===== config.mk =====
export PLATFORM = sky130hd
export DESIGN_NAME = tfr_ctrl
export DESIGN_NICKNAME = d
export VERILOG_FILES = /design/src/design/tfr_pkg.sv /design/src/design/tfr_ctrl.sv
export SDC_FILE = /design/constraint.sdc
export NUM_CORES = 1
export LEC_CHECK = 0
export ABC_AREA = 1
export BUFFER_PORTS_ARGS = -buffer_cell sky130_fd_sc_hd__buf_2
export CORE_AREA = 2 2 39 41
export CTS_CLUSTER_SIZE = 40
export DETAILED_ROUTE_END_ITERATION = 12
export DIE_AREA = 0 0 41 43
export PLACE_DENSITY_LB_ADDON = 0.05
export SETUP_SLACK_MARGIN = 0.15
export SYNTH_ARGS = -nofsm -noshare
export SYNTH_HDL_FRONTEND = slang
export SYNTH_SLANG_ARGS = --single-unit

===== constraint.sdc =====
create_clock -name clk -period 2.65 [get_ports clk]
set_input_delay 0.1325 -clock clk [delete_from_list [all_inputs] [get_ports clk]]
set_output_delay 0.1325 -clock clk [all_outputs]
set_load 0.005 [all_outputs]

===== src/design/tfr_pkg.sv =====
// Package with the word types, kind codes and command types of the rasterizer.
package tfr_pkg;
  localparam logic [1:0] KIND_CLEAR = 2'd0;
  localparam logic [1:0] KIND_DRAW  = 2'd1;
  localparam logic [1:0] KIND_READ  = 2'd2;
  localparam logic [1:0] KIND_SCORE = 2'd3;
  localparam logic [23:0] WHITE_PIXEL = 24'hFFFFFF;
  localparam int SUM_W = 35;

  typedef struct packed {
    logic [1:0]  kind;
    logic [7:0]  v0_row;
    logic [8:0]  v0_col;
    logic [7:0]  v1_row;
    logic [8:0]  v1_col;
    logic [7:0]  v2_row;
    logic [8:0]  v2_col;
    logic [15:0] gain_red;
    logic [15:0] gain_green;
    logic [15:0] gain_blue;
    logic [23:0] target_pixel;
    logic        last;
  } in_word_t;

  typedef struct packed {
    logic [7:0]       pixel_red;
    logic [7:0]       pixel_green;
    logic [7:0]       pixel_blue;
    logic [SUM_W-1:0] error_sum;
    logic             sum_valid;
    logic             done_res;
  } out_word_t;

  // Controller to datapath.
  typedef struct packed {
    logic load;        // capture input word, sort vertices
    logic clr_start;   // reset clear address
    logic clr_step;    // write white, advance address
    logic row_start;   // begin at top row
    logic div_start;   // start both edge divisions for current row
    logic span_init;   // take span bounds
    logic px_read;     // capture pixel read at current column
    logic px_write;    // write filtered pixel, advance column
    logic row_next;    // advance row
    logic pt_read;     // never raised by the controller; unused
    logic finish;      // form result word
  } cmd_t;

  // Datapath to controller.
  typedef struct packed {
    logic kind_clear;
    logic kind_draw;
    logic flat;
    logic clr_last;
    logic div_busy;
    logic span_last;
    logic row_last;
  } sts_t;
endpackage


===== src/design/tfr_ctrl.sv =====
// Controller state machine sequencing clear, draw, read and score.
module tfr_ctrl (
  input  logic          clk,
  input  logic          rst_n,
  input  logic          in_valid,
  output logic          in_ready,
  output logic          out_valid,
  input  logic          out_ready,
  input  tfr_pkg::sts_t sts,
  output tfr_pkg::cmd_t cmd
);
  localparam logic [3:0] S_IDLE  = 4'd0;
  localparam logic [3:0] S_DISP  = 4'd1;
  localparam logic [3:0] S_CLR   = 4'd2;
  localparam logic [3:0] S_ROW   = 4'd3;
  localparam logic [3:0] S_DIVW  = 4'd4;
  localparam logic [3:0] S_SPAN  = 4'd5;
  localparam logic [3:0] S_RD    = 4'd6;
  localparam logic [3:0] S_RDW   = 4'd7;
  localparam logic [3:0] S_WR    = 4'd8;
  localparam logic [3:0] S_PT    = 4'd9;
  localparam logic [3:0] S_PTW   = 4'd10;
  localparam logic [3:0] S_FIN   = 4'd11;

  logic [3:0] state_r, state_nxt;
  logic       ov_r, ov_nxt;
  logic       rst_done_r;

  // A new word is taken once the previous result has been delivered or is leaving.
  assign in_ready  = (state_r == S_IDLE) && (!ov_r || out_ready);
  assign out_valid = ov_r;

  always_comb begin
    state_nxt = state_r;
    ov_nxt    = ov_r && !out_ready;
    cmd       = '0;
    unique case (state_r)
      S_IDLE: if (in_valid && in_ready) begin
        cmd.load  = 1'b1;
        state_nxt = S_DISP;
      end
      S_DISP: begin
        if (sts.kind_clear) begin
          cmd.clr_start = 1'b1; state_nxt = S_CLR;
        end else if (sts.kind_draw) begin
          cmd.row_start = 1'b1;
          state_nxt = sts.flat ? S_FIN : S_ROW;
        end else begin
          state_nxt = S_PT;
        end
      end
      S_CLR: begin
        cmd.clr_step = 1'b1;
        if (sts.clr_last) state_nxt = S_FIN;
      end
      S_ROW: begin
        cmd.div_start = 1'b1; state_nxt = S_DIVW;
      end
      S_DIVW: if (!sts.div_busy) begin
        cmd.span_init = 1'b1; state_nxt = S_RD;
      end
      S_RD: state_nxt = S_RDW;
      S_RDW: begin
        cmd.px_read = 1'b1; state_nxt = S_WR;
      end
      S_WR: begin
        cmd.px_write = 1'b1;
        if (!sts.span_last) state_nxt = S_RD;
        else if (sts.row_last) state_nxt = S_FIN;
        else begin
          cmd.row_next = 1'b1; state_nxt = S_ROW;
        end
      end
      S_SPAN: state_nxt = S_RD;
      S_PT: state_nxt = S_PTW;
      S_PTW: state_nxt = S_FIN;
      S_FIN: if (!ov_r) begin
        cmd.finish = 1'b1; ov_nxt = 1'b1; state_nxt = S_IDLE;
      end
      default: state_nxt = S_IDLE;
    endcase
  end

  always_ff @(posedge clk) begin
    if (!rst_n) begin
      state_r <= S_CLR;
      ov_r    <= 1'b0;
    end else begin
      // The reset pass whitens the canvas and emits no word.
      if (state_r == S_CLR && sts.clr_last && ov_r == 1'b0 && rst_done_r == 1'b0) begin
        state_r <= S_IDLE;
      end else begin
        state_r <= state_nxt;
      end
      ov_r <= ov_nxt;
    end
  end

  always_ff @(posedge clk) begin
    if (!rst_n) rst_done_r <= 1'b0;
    else if (state_r == S_CLR && sts.clr_last) rst_done_r <= 1'b1;
  end
endmodule


==> impl_metrics.csv, run 1 <==
group,metric,value,unit
place,post-dp-hpwl,1046,um
finish,synthToLayoutAreaGrowth,30.37,%
logic_synthesis,async_flop_share,0,%
die,die_h,43,um
place,dpl_cell_area,600.6,um2
sta,final-max-slew-violation-count,0,
die,num_io_pins,24,
worst_setup_path,startpoint_type,"flop",
finish,final_nets,126,
global_route,grt_pass1_wl,2070,um
logic_synthesis,synth.most_common_cell,"nand2_1",
drt,wirelength,1252,um
logic_synthesis,syn_nets,100,
sta,final.period_utilization,54.57,%
logic_synthesis,synthFlopType,"dfxtp_1",
global_route,antenna_found_initial,0,
logic_synthesis,synth_enable_flop_cells,0,
drt,drc,0,
finish,multi_input_area,301.5,um2
worst_hold_path,worstHoldStart,"rst_n",
place,io_buffers,22,
drt,antenna_left,0,
sta,grt_setup_unrepaired,"false",
logic_synthesis,netlist_area,478.0,um2
worst_setup_path,rr_startpoint,"state_r[3]$_SDFFE_PP0P_",
finish,stdcell_area,623.1,um2
worst_hold_path,whs_endpoint,"out_valid$_SDFF_PN0_",
clock_network,cts-root-buf,"clkbuf_4",
finish,diodes,0,
outcome,status,"complete, no violations",
power_and_ir_drop,powerDensity,929.6,mW/mm2
global_route,grt.total_usage,17.24,%
clock_network,clk_latency,0.25,ns
power_and_ir_drop,leakagePower,0.3769,nW
sta,min_period,1.446,ns
worst_setup_path,critPathMaxFanout,6,
finish,seqCellArea,120.1,um2
clock_network,path_clk_slew,0.05,ns
logic_synthesis,syn_inst,89,
worst_setup_path,worstSetupPathType,"reg -> out",
drt,vias,620,
clock_network,postCtsHoldBufs,0,
logic_synthesis,yosys-top-cells-area,"dfxtp_1 25%, nand2_1 19%, nor2_1 16%",
die,die_w,41,um
die,fp.coreArea,0.001384,mm2
sta,worst_slack,1.204,ns
global_route,grt_max_degree,7,
worst_setup_path,worstRegToRegCells,8,
flow_run,cap_violations,0,
drt,drt-pass1-iter-count,4,
finish,fillers,163,
place,dpl_worst_slack,1.389,ns
sta,hold_violations,0,
logic_synthesis,ys_seq_area_share,25.13,%
die,start_util,34.54,%
sta,setup_violations,0,
sta,fin_skew,0.005280,ns
finish,drive_gt1_share,23.89,%
drt,drtIter0Drc,16,
sta,fin_setup_tns,0,ns
logic_synthesis,ys_seq_elements,6,
logic_synthesis,yosys_warnings,0,
clock_network,cts_buffer_depth,2,
clock_network,postCtsSetupBuffers,0,
drt,via_per_inst,4.806,
worst_setup_path,reg2reg_slack,1.38,ns
logic_synthesis,synth.avg_cell_area,5.370,um2
die,num_rows,14,
clock_network,cts_resized,0,
logic_synthesis,synth_commonest_cells,"24 x nand2_1, 20 x nor2_1, 13 x inv_1, 7 x nand3_1, 6 x dfxtp_1",
global_route,grt_overflow_total,0,
worst_setup_path,r2r_end,"state_r[3]$_SDFFE_PP0P_",
place,gp_congestion,0.8557,
clock_network,cts_buffers,3,
worst_setup_path,crit_arrival,1.31,ns
worst_setup_path,cp-end-kind,"output port",
clock_network,cts_sinks,6,
logic_synthesis,yosys.area.top_type,"dfxtp_1",
logic_synthesis,synth_top_cell_area_share,25.13,%
worst_hold_path,min_path_cells,2,
die,die_area,0.001763,mm2
clock_network,htreeDepth,1,
sta,timing.fmax,691.5,MHz
global_route,grt_pass1_vias,520,
worst_hold_path,holdCritPathClass,"in -> reg",
power_and_ir_drop,ir_worst_vdd,0.4888,mV
worst_setup_path,worstPathRequired,2.52,ns
clock_network,cts_tree,"done",
drt,wl_per_cell,9.705,um
logic_synthesis,synth.distinct_cells,15,
## routing by layer
metal	up-vias	wire length [um]	global-route usage (%)
li1	328	-	-
met1	269	567	22.80
met2	18	580	25.00
met3	5	77	3.141
met4	0	27	10.00
met5	-	0	0
## sequential cells by signal (all words and copies together), names as in the netlist
| name | flops |
|---|---|
| out_valid | 1 |
| state_r | 4 |
| rst_done_r | 1 |
## cell usage in the layout, fill, tap and decap left out
cell type / instances
inv_1: 13
o21a_1: 2
nand3_1: 7
nor2_2: 2
o21ai_0: 3
nor2_1: 20
nor4_1: 1
dfxtp_1: 6
conb_1: 1
a21oi_1: 3
and3_1: 1
nor3_1: 4
nor3b_1: 1
nand2_1: 24
clkbuf_4: 3
buf_2: 22
## critical path: stages (launching register included)
cell and delay (ns):
dfxtp_1 0.35, nor2_1 0.23, nand2_1 0.16, nor3b_1 0.18, buf_2 0.14
## area by class of cell
type / count / share of cell area (%)
Clock buffer: 3 / 3.614
Sequential cell: 6 / 19.28
Multi-Input combinational cell: 69 / 48.39
Inverter: 13 / 7.831
Tap cell: 16 / 3.213
Timing Repair Buffer: 22 / 17.67
## cells by family after synthesis
| logic type | count (synthesis) | synth area share (%) |
|---|---|---|
| AND/OR/NAND/NOR | 60 | 52.88 |
| buffers and inverters | 14 | 11.78 |
| AO/OA/AOI/OAI | 8 | 9.421 |
| other | 1 | 0.7846 |
| flip-flops | 6 | 25.13 |
## power by group
part	internal [W]	total, W	switching (W)
combinational	0.000126	0.000335	0.000210
sequential	0.000122	0.000159	0.0000377
clock	0.0000512	0.0000845	0.0000333
## through the flow
step / power [W] / hold WS, ns / cells / utilization (%)
2_1_floorplan: 0.0003897 / 0.2501 / 89 / -
3_3_place_gp: 0.0005058 / 0.3905 / 126 / 43.40
3_5_place_dp: 0.0004959 / 0.3901 / 126 / 43.40
4_1_cts: 0.0005862 / 0.1339 / 129 / 45.03
5_1_grt: 0.0006471 / 0.1429 / 129 / 45.03
6_report: 0.0005792 / 0.1405 / 129 / 45.03
## how the worst max path moves through the flow
| stage | endpoint | startpoint | cells past startpoint | slack [ns] |
|---|---|---|---|---|
| floorplan | state_r[3]$_SDFFE_PP0P_ | state_r[0]$_SDFFE_PP0P_ | 8 | 1.59 |
| global placement | state_r[3]$_SDFFE_PP0P_ | state_r[0]$_SDFFE_PP0P_ | 7 | 1.37 |
| detailed placement | state_r[3]$_SDFFE_PP0P_ | state_r[0]$_SDFFE_PP0P_ | 7 | 1.39 |
| CTS | cmd[10] | state_r[0]$_SDFFE_PP0P_ | 4 | 1.18 |
| global route | cmd[10] | state_r[0]$_SDFFE_PP0P_ | 4 | 1.05 |
| finish | cmd[10] | state_r[0]$_SDFFE_PP0P_ | 4 | 1.20 |
(Power assumes the default switching activity.)
==> inputs of run 2 (changes only) <==
==> constraint.sdc (replaced) <==
create_clock -name clk -period 1.2 [get_ports clk]
set_input_delay 0.06 -clock clk [delete_from_list [all_inputs] [get_ports clk]]
set_output_delay 0.06 -clock clk [all_outputs]
set_load 0.005 [all_outputs]
==> run 2 against run 1 <==
Compared with the run above:
- the flow now finishes with violations (setup timing)
- core utilization is 24 points higher
- critical endpoint unchanged
- sequential cell count stayed put
- wire length is 33% higher
- clock-buffer cell count stayed put
- die area stayed put
- largest cell class unchanged
- non-clock buffer count is 16 higher
- global-route usage is 2.1 points higher
- sequential power grew to 2.9 times the previous value
- via count is 13% higher
- register-to-register slack worse by 1.4 ns
- highest routed layer unchanged
==> impl_metrics.csv, run 2 (synthesis gave the netlist of run 1 again) <==
group,metric,value,unit
die,die_w,41,um
sta,fin_skew,0.001806,ns
clock_network,cts_buffers,3,
place,dpl_cell_area,663.1,um2
die,num_rows,14,
sta,final.period_utilization,104.1,%
global_route,grt_pass1_wl,2373,um
finish,regMostFlops,"state_r",
power_and_ir_drop,leakagePower,0.4799,nW
drt,via_per_inst,4.828,
worst_setup_path,cp-end-kind,"output port",
global_route,grt.total_usage,19.38,%
worst_setup_path,crit_arrival,1.19,ns
clock_network,cts_sinks,6,
worst_setup_path,worstPathRequired,1.14,ns
drt,drtIter0Drc,7,
worst_hold_path,holdCritPathClass,"in -> reg",
finish,fin_cells,145,
finish,largest_reg_flops,4,
worst_setup_path,worstSetupPathType,"reg -> out",
global_route,grt_max_degree,7,
worst_setup_path,critPathMaxFanout,6,
finish,drive_gt1_share,62.79,%
drt,antenna_left,0,
sta,timing.fmax,800.4,MHz
worst_setup_path,startpoint_type,"flop",
finish,synthToLayoutAreaGrowth,99.21,%
finish,layout_common_cells,"21 x buf_2, 16 x nand2_1, 10 x nor2_1, 10 x buf_4, 8 x nor2_4",
sta,final-max-slew-violation-count,0,
clock_network,clk_latency,0.23,ns
clock_network,cts_tree,"done",
drt,wirelength,1660,um
global_route,antenna_found_initial,0,
outcome,status,"complete, but fails checks",
place,gp_congestion,0.8180,
die,start_util,34.54,%
sta,whs,0.08602,ns
clock_network,cts-root-buf,"clkbuf_4",
clock_network,cts_buffer_depth,2,
power_and_ir_drop,power.total,0.002040,W
drt,drt-pass1-iter-count,4,
finish,stdcell_area,952.2,um2
sta,hold_violations,0,
sta,setup_violations,9,
finish,layout_commonest_cell,"buf_2",
global_route,grt_pass1_vias,584,
die,fp.coreArea,0.001384,mm2
die,num_io_pins,24,
flow_run,cap_violations,0,
clock_network,htreeDepth,1,
power_and_ir_drop,ir_worst_vdd,1.318,mV
die,die_area,0.001763,mm2
place,dpl_worst_slack,-0.01996,ns
sta,grt_setup_unrepaired,"true",
outcome,violations,"setup timing",
drt,wl_per_cell,11.45,um
power_and_ir_drop,powerDensity,2142,mW/mm2
drt,drc,0,
die,die_h,43,um
sta,min_period,1.249,ns
clock_network,path_clk_slew,0.04,ns
place,io_buffers,22,
finish,final_nets,142,
place,post-dp-hpwl,1119,um
place,dp.cells,134,
sta,worst_slack,-0.04944,ns
finish,diodes,0,
global_route,grt_overflow_total,0,
drt,vias,700,
## run 2: cell count changes in the layout (fill, tap and decap cells not counted), sizes merged
| cell | previous run | this run |
|---|---|---|
| buf | 22 | 38 |
## run 2: path summary, 6_finish.rpt
path,cells after the start,to,slack (ns),startpoint
max,4,cmd[10],-0.05,state_r[2]$_SDFFE_PP0P_
min,2,out_valid$_SDFF_PN0_,0.09,rst_n
max reg2reg,8,state_r[0]$_SDFFE_PP0P_,-0.03,state_r[2]$_SDFFE_PP0P_
min reg2reg,1,rst_done_r$_SDFFE_PN0N_,0.46,rst_done_r$_SDFFE_PN0N_
## run 2: area by class of cell
cell class	instances	area, um2
multi-input cells	69	457.9
fillers	110	431.7
repair buffers	38	259.0
flip-flops and latches	6	136.4
inverters	13	56.30
clock buffers	3	22.52
well taps	16	20.02
## run 2: timing repair
action | CTS | global route
endpoints found under the setup margin | 17 | 16
setup buffers | 5 | 3
resized for setup | 37 | 27
hold buffers | 0 | 0
endpoints found under the hold margin | 0 | 0
pin swaps | 4 | 12
## run 2: per-layer routing
layer | GRT usage (%) | routed length (um)
met1 | 26.37 | 690
met2 | 30.00 | 878
met3 | 0 | 73
met4 | 10.00 | 17
met5 | 0 | 0
## run 2: power by group
part	leakage (nW)	switching, W	internal [W]
logic	0.414	0.000745	0.000655
registers	0.0521	0.000164	0.000302
clock network	0.0138	0.0000610	0.000112
total	0.480	0.000970	0.00107
## run 2: through the flow
stage / setup TNS [ns] / utilization [%]
detailed placement: -0.04702 / 47.92
CTS: -0.2228 / 60.40
floorplan: 0 / -
global route: -0.8711 / 68.81
finish: -0.2332 / 68.81
global placement: -0.2168 / 47.92
## run 2: worst max-delay path: stages (launching register included)
cell and delay [ns]:
dfxtp_4 0.38, nor2_4 0.16, nand2_2 0.11, nor3b_2 0.16
buf_2 0.13
==> inputs of run 3 (changes only) <==
--- a/config.mk
+++ b/config.mk
@@ -13,6 +13,7 @@
 export DIE_AREA = 0 0 41 43
 export PLACE_DENSITY_LB_ADDON = 0.05
 export SETUP_SLACK_MARGIN = 0.15
+export SKIP_LAST_GASP = 1
 export SYNTH_ARGS = -nofsm -noshare
 export SYNTH_HDL_FRONTEND = slang
 export SYNTH_SLANG_ARGS = --single-unit
==> run 3 against run 2 <==
Compared with the run above:
- the flow still finishes with violations (setup timing)
- global-route usage rose by 0.20 points
- die area stayed put
- combinational power about the same
- fmax down 2.7%
- clock-buffer cell count unchanged
- sequential cell count stayed put
- core utilization decreased by 1.5 points
- clock power about the same
- clock skew is 0.0012 ns lower
- non-clock buffer count unchanged
- wire length rose by 3.9%
- largest cell class unchanged
- largest power group unchanged
- highest routed layer unchanged
==> impl_metrics.csv, run 3 (synthesis gave the netlist of run 1 again) <==
group,metric,value,unit
global_route,grt_pass1_wl,2387,um
drt,drt-pass1-iter-count,4,
finish,final_nets,142,
place,dp.cells,134,
drt,via_per_inst,4.779,
global_route,grt_pass1_vias,592,
finish,multi_input_area,450.4,um2
sta,timing.fmax,778.4,MHz
sta,min_period,1.285,ns
sta,hold_violations,0,
die,die_w,41,um
worst_setup_path,worstSetupPathType,"reg -> out",
clock_network,cts_sinks,6,
outcome,violations,"setup timing",
worst_setup_path,crit_arrival,1.22,ns
worst_setup_path,worstPathRequired,1.14,ns
power_and_ir_drop,power.total,0.002020,W
die,die_h,43,um
clock_network,htreeDepth,1,
place,post-dp-hpwl,1119,um
clock_network,path_clk_slew,0.04,ns
die,start_util,34.54,%
sta,fin_skew,0.0006466,ns
finish,diodes,0,
global_route,grt_overflow_total,0,
sta,setup_violations,10,
finish,regMostFlops,"state_r",
drt,drc,0,
place,io_buffers,22,
global_route,antenna_found_initial,0,
worst_hold_path,holdCritPathClass,"in -> reg",
clock_network,cts_tree,"done",
sta,final.period_utilization,107.1,%
finish,drive_gt1_share,61.24,%
global_route,grtUsageMet3,0,%
die,fp.coreArea,0.001384,mm2
die,num_io_pins,24,
worst_setup_path,cp-end-kind,"output port",
clock_network,postCtsHoldBufs,0,
worst_setup_path,startpoint_type,"flop",
place,gp_congestion,0.8180,
die,die_area,0.001763,mm2
worst_setup_path,critPathMaxFanout,6,
power_and_ir_drop,ir_worst_vdd,1.279,mV
power_and_ir_drop,powerDensity,2170,mW/mm2
global_route,grt_max_degree,7,
power_and_ir_drop,leakagePower,0.4797,nW
sta,fin_setup_tns,-0.4332,ns
worst_setup_path,reg2reg_slack,-0.05,ns
global_route,met2_usage,30.94,%
clock_network,cts_buffer_depth,2,
drt,drtIter0Drc,12,
clock_network,clk_latency,0.23,ns
finish,fin_cells,145,
finish,fin_util,67.27,%
global_route,grt.total_usage,19.58,%
finish,layout_common_cells,"22 x buf_2, 16 x nand2_1, 12 x nor2_1, 10 x buf_4",
drt,wl_per_cell,11.90,um
clock_network,cts_buffers,3,
sta,grt_setup_unrepaired,"true",
drt,vias,693,
drt,antenna_left,0,
finish,layout_commonest_cell,"buf_2",
sta,final-max-slew-violation-count,0,
finish,largest_reg_flops,4,
global_route,top_usage_layer,"met2",
finish,fillers,115,
finish,seqCellArea,136.4,um2
sta,worst_slack,-0.08472,ns
flow_run,cap_violations,0,
outcome,status,"complete, but fails checks",
clock_network,cts-root-buf,"clkbuf_4",
finish,synthToLayoutAreaGrowth,94.76,%
drt,wirelength,1725,um
global_route,use_met1,26.05,%
die,num_rows,14,
[run 3: cell type report]
type	instances	area share, %
Sequential cell	6	14.65
Tap cell	16	2.151
Inverter	13	5.242
Multi-Input combinational cell	69	48.39
Clock buffer	3	2.419
Timing Repair Buffer	38	27.15
[run 3: what timing repair did]
action                                  in CTS  in global routing
resized for setup                           34                 24
buffers inserted                             5                  3
cloned                                       0                  0
pin swaps                                    4                  7
endpoints found under the setup margin      17                 16
[run 3: per-layer routing]
metal	wire length, um	vias to the layer above
li1	-	355
met1	719	311
met2	898	25
met3	99	2
met4	8	0
met5	0	-
[run 3: worst max-delay path, cell delays in order (launching register included)]
cell,delay [ns]
dfxtp_4,0.38
nor2_4,0.18
nand2_2,0.12
nor3b_2,0.17
buf_2,0.13
[run 3: report_power, final]
group / internal, W / switching [W]
Sequential: 0.000302 / 0.000151
Clock: 0.000112 / 0.0000601
Combinational: 0.000644 / 0.000750
Total: 0.00106 / 0.000962
[run 3: final timing paths]
kind	startpoint	end	depth (start not counted)
worst max-delay path	state_r[2]$_SDFFE_PP0P_	cmd[10]	4
worst min register to register	rst_done_r$_SDFFE_PN0N_	rst_done_r$_SDFFE_PN0N_	1
worst max register to register	state_r[2]$_SDFFE_PP0P_	state_r[0]$_SDFFE_PP0P_	7
worst min-delay path	rst_n	out_valid$_SDFF_PN0_	2
[run 3: through the flow]
stage          area [um2]  hold slack (ns)  setup slack (ns)
4_1_cts             824.5          0.08428          -0.04917
2_1_floorplan       480.5           0.1511            0.1421
3_5_place_dp        663.1           0.3196          -0.01996
6_report            930.9          0.08589          -0.08472
5_1_grt             930.9          0.07963           -0.1692
3_3_place_gp        663.1           0.3092          -0.09271
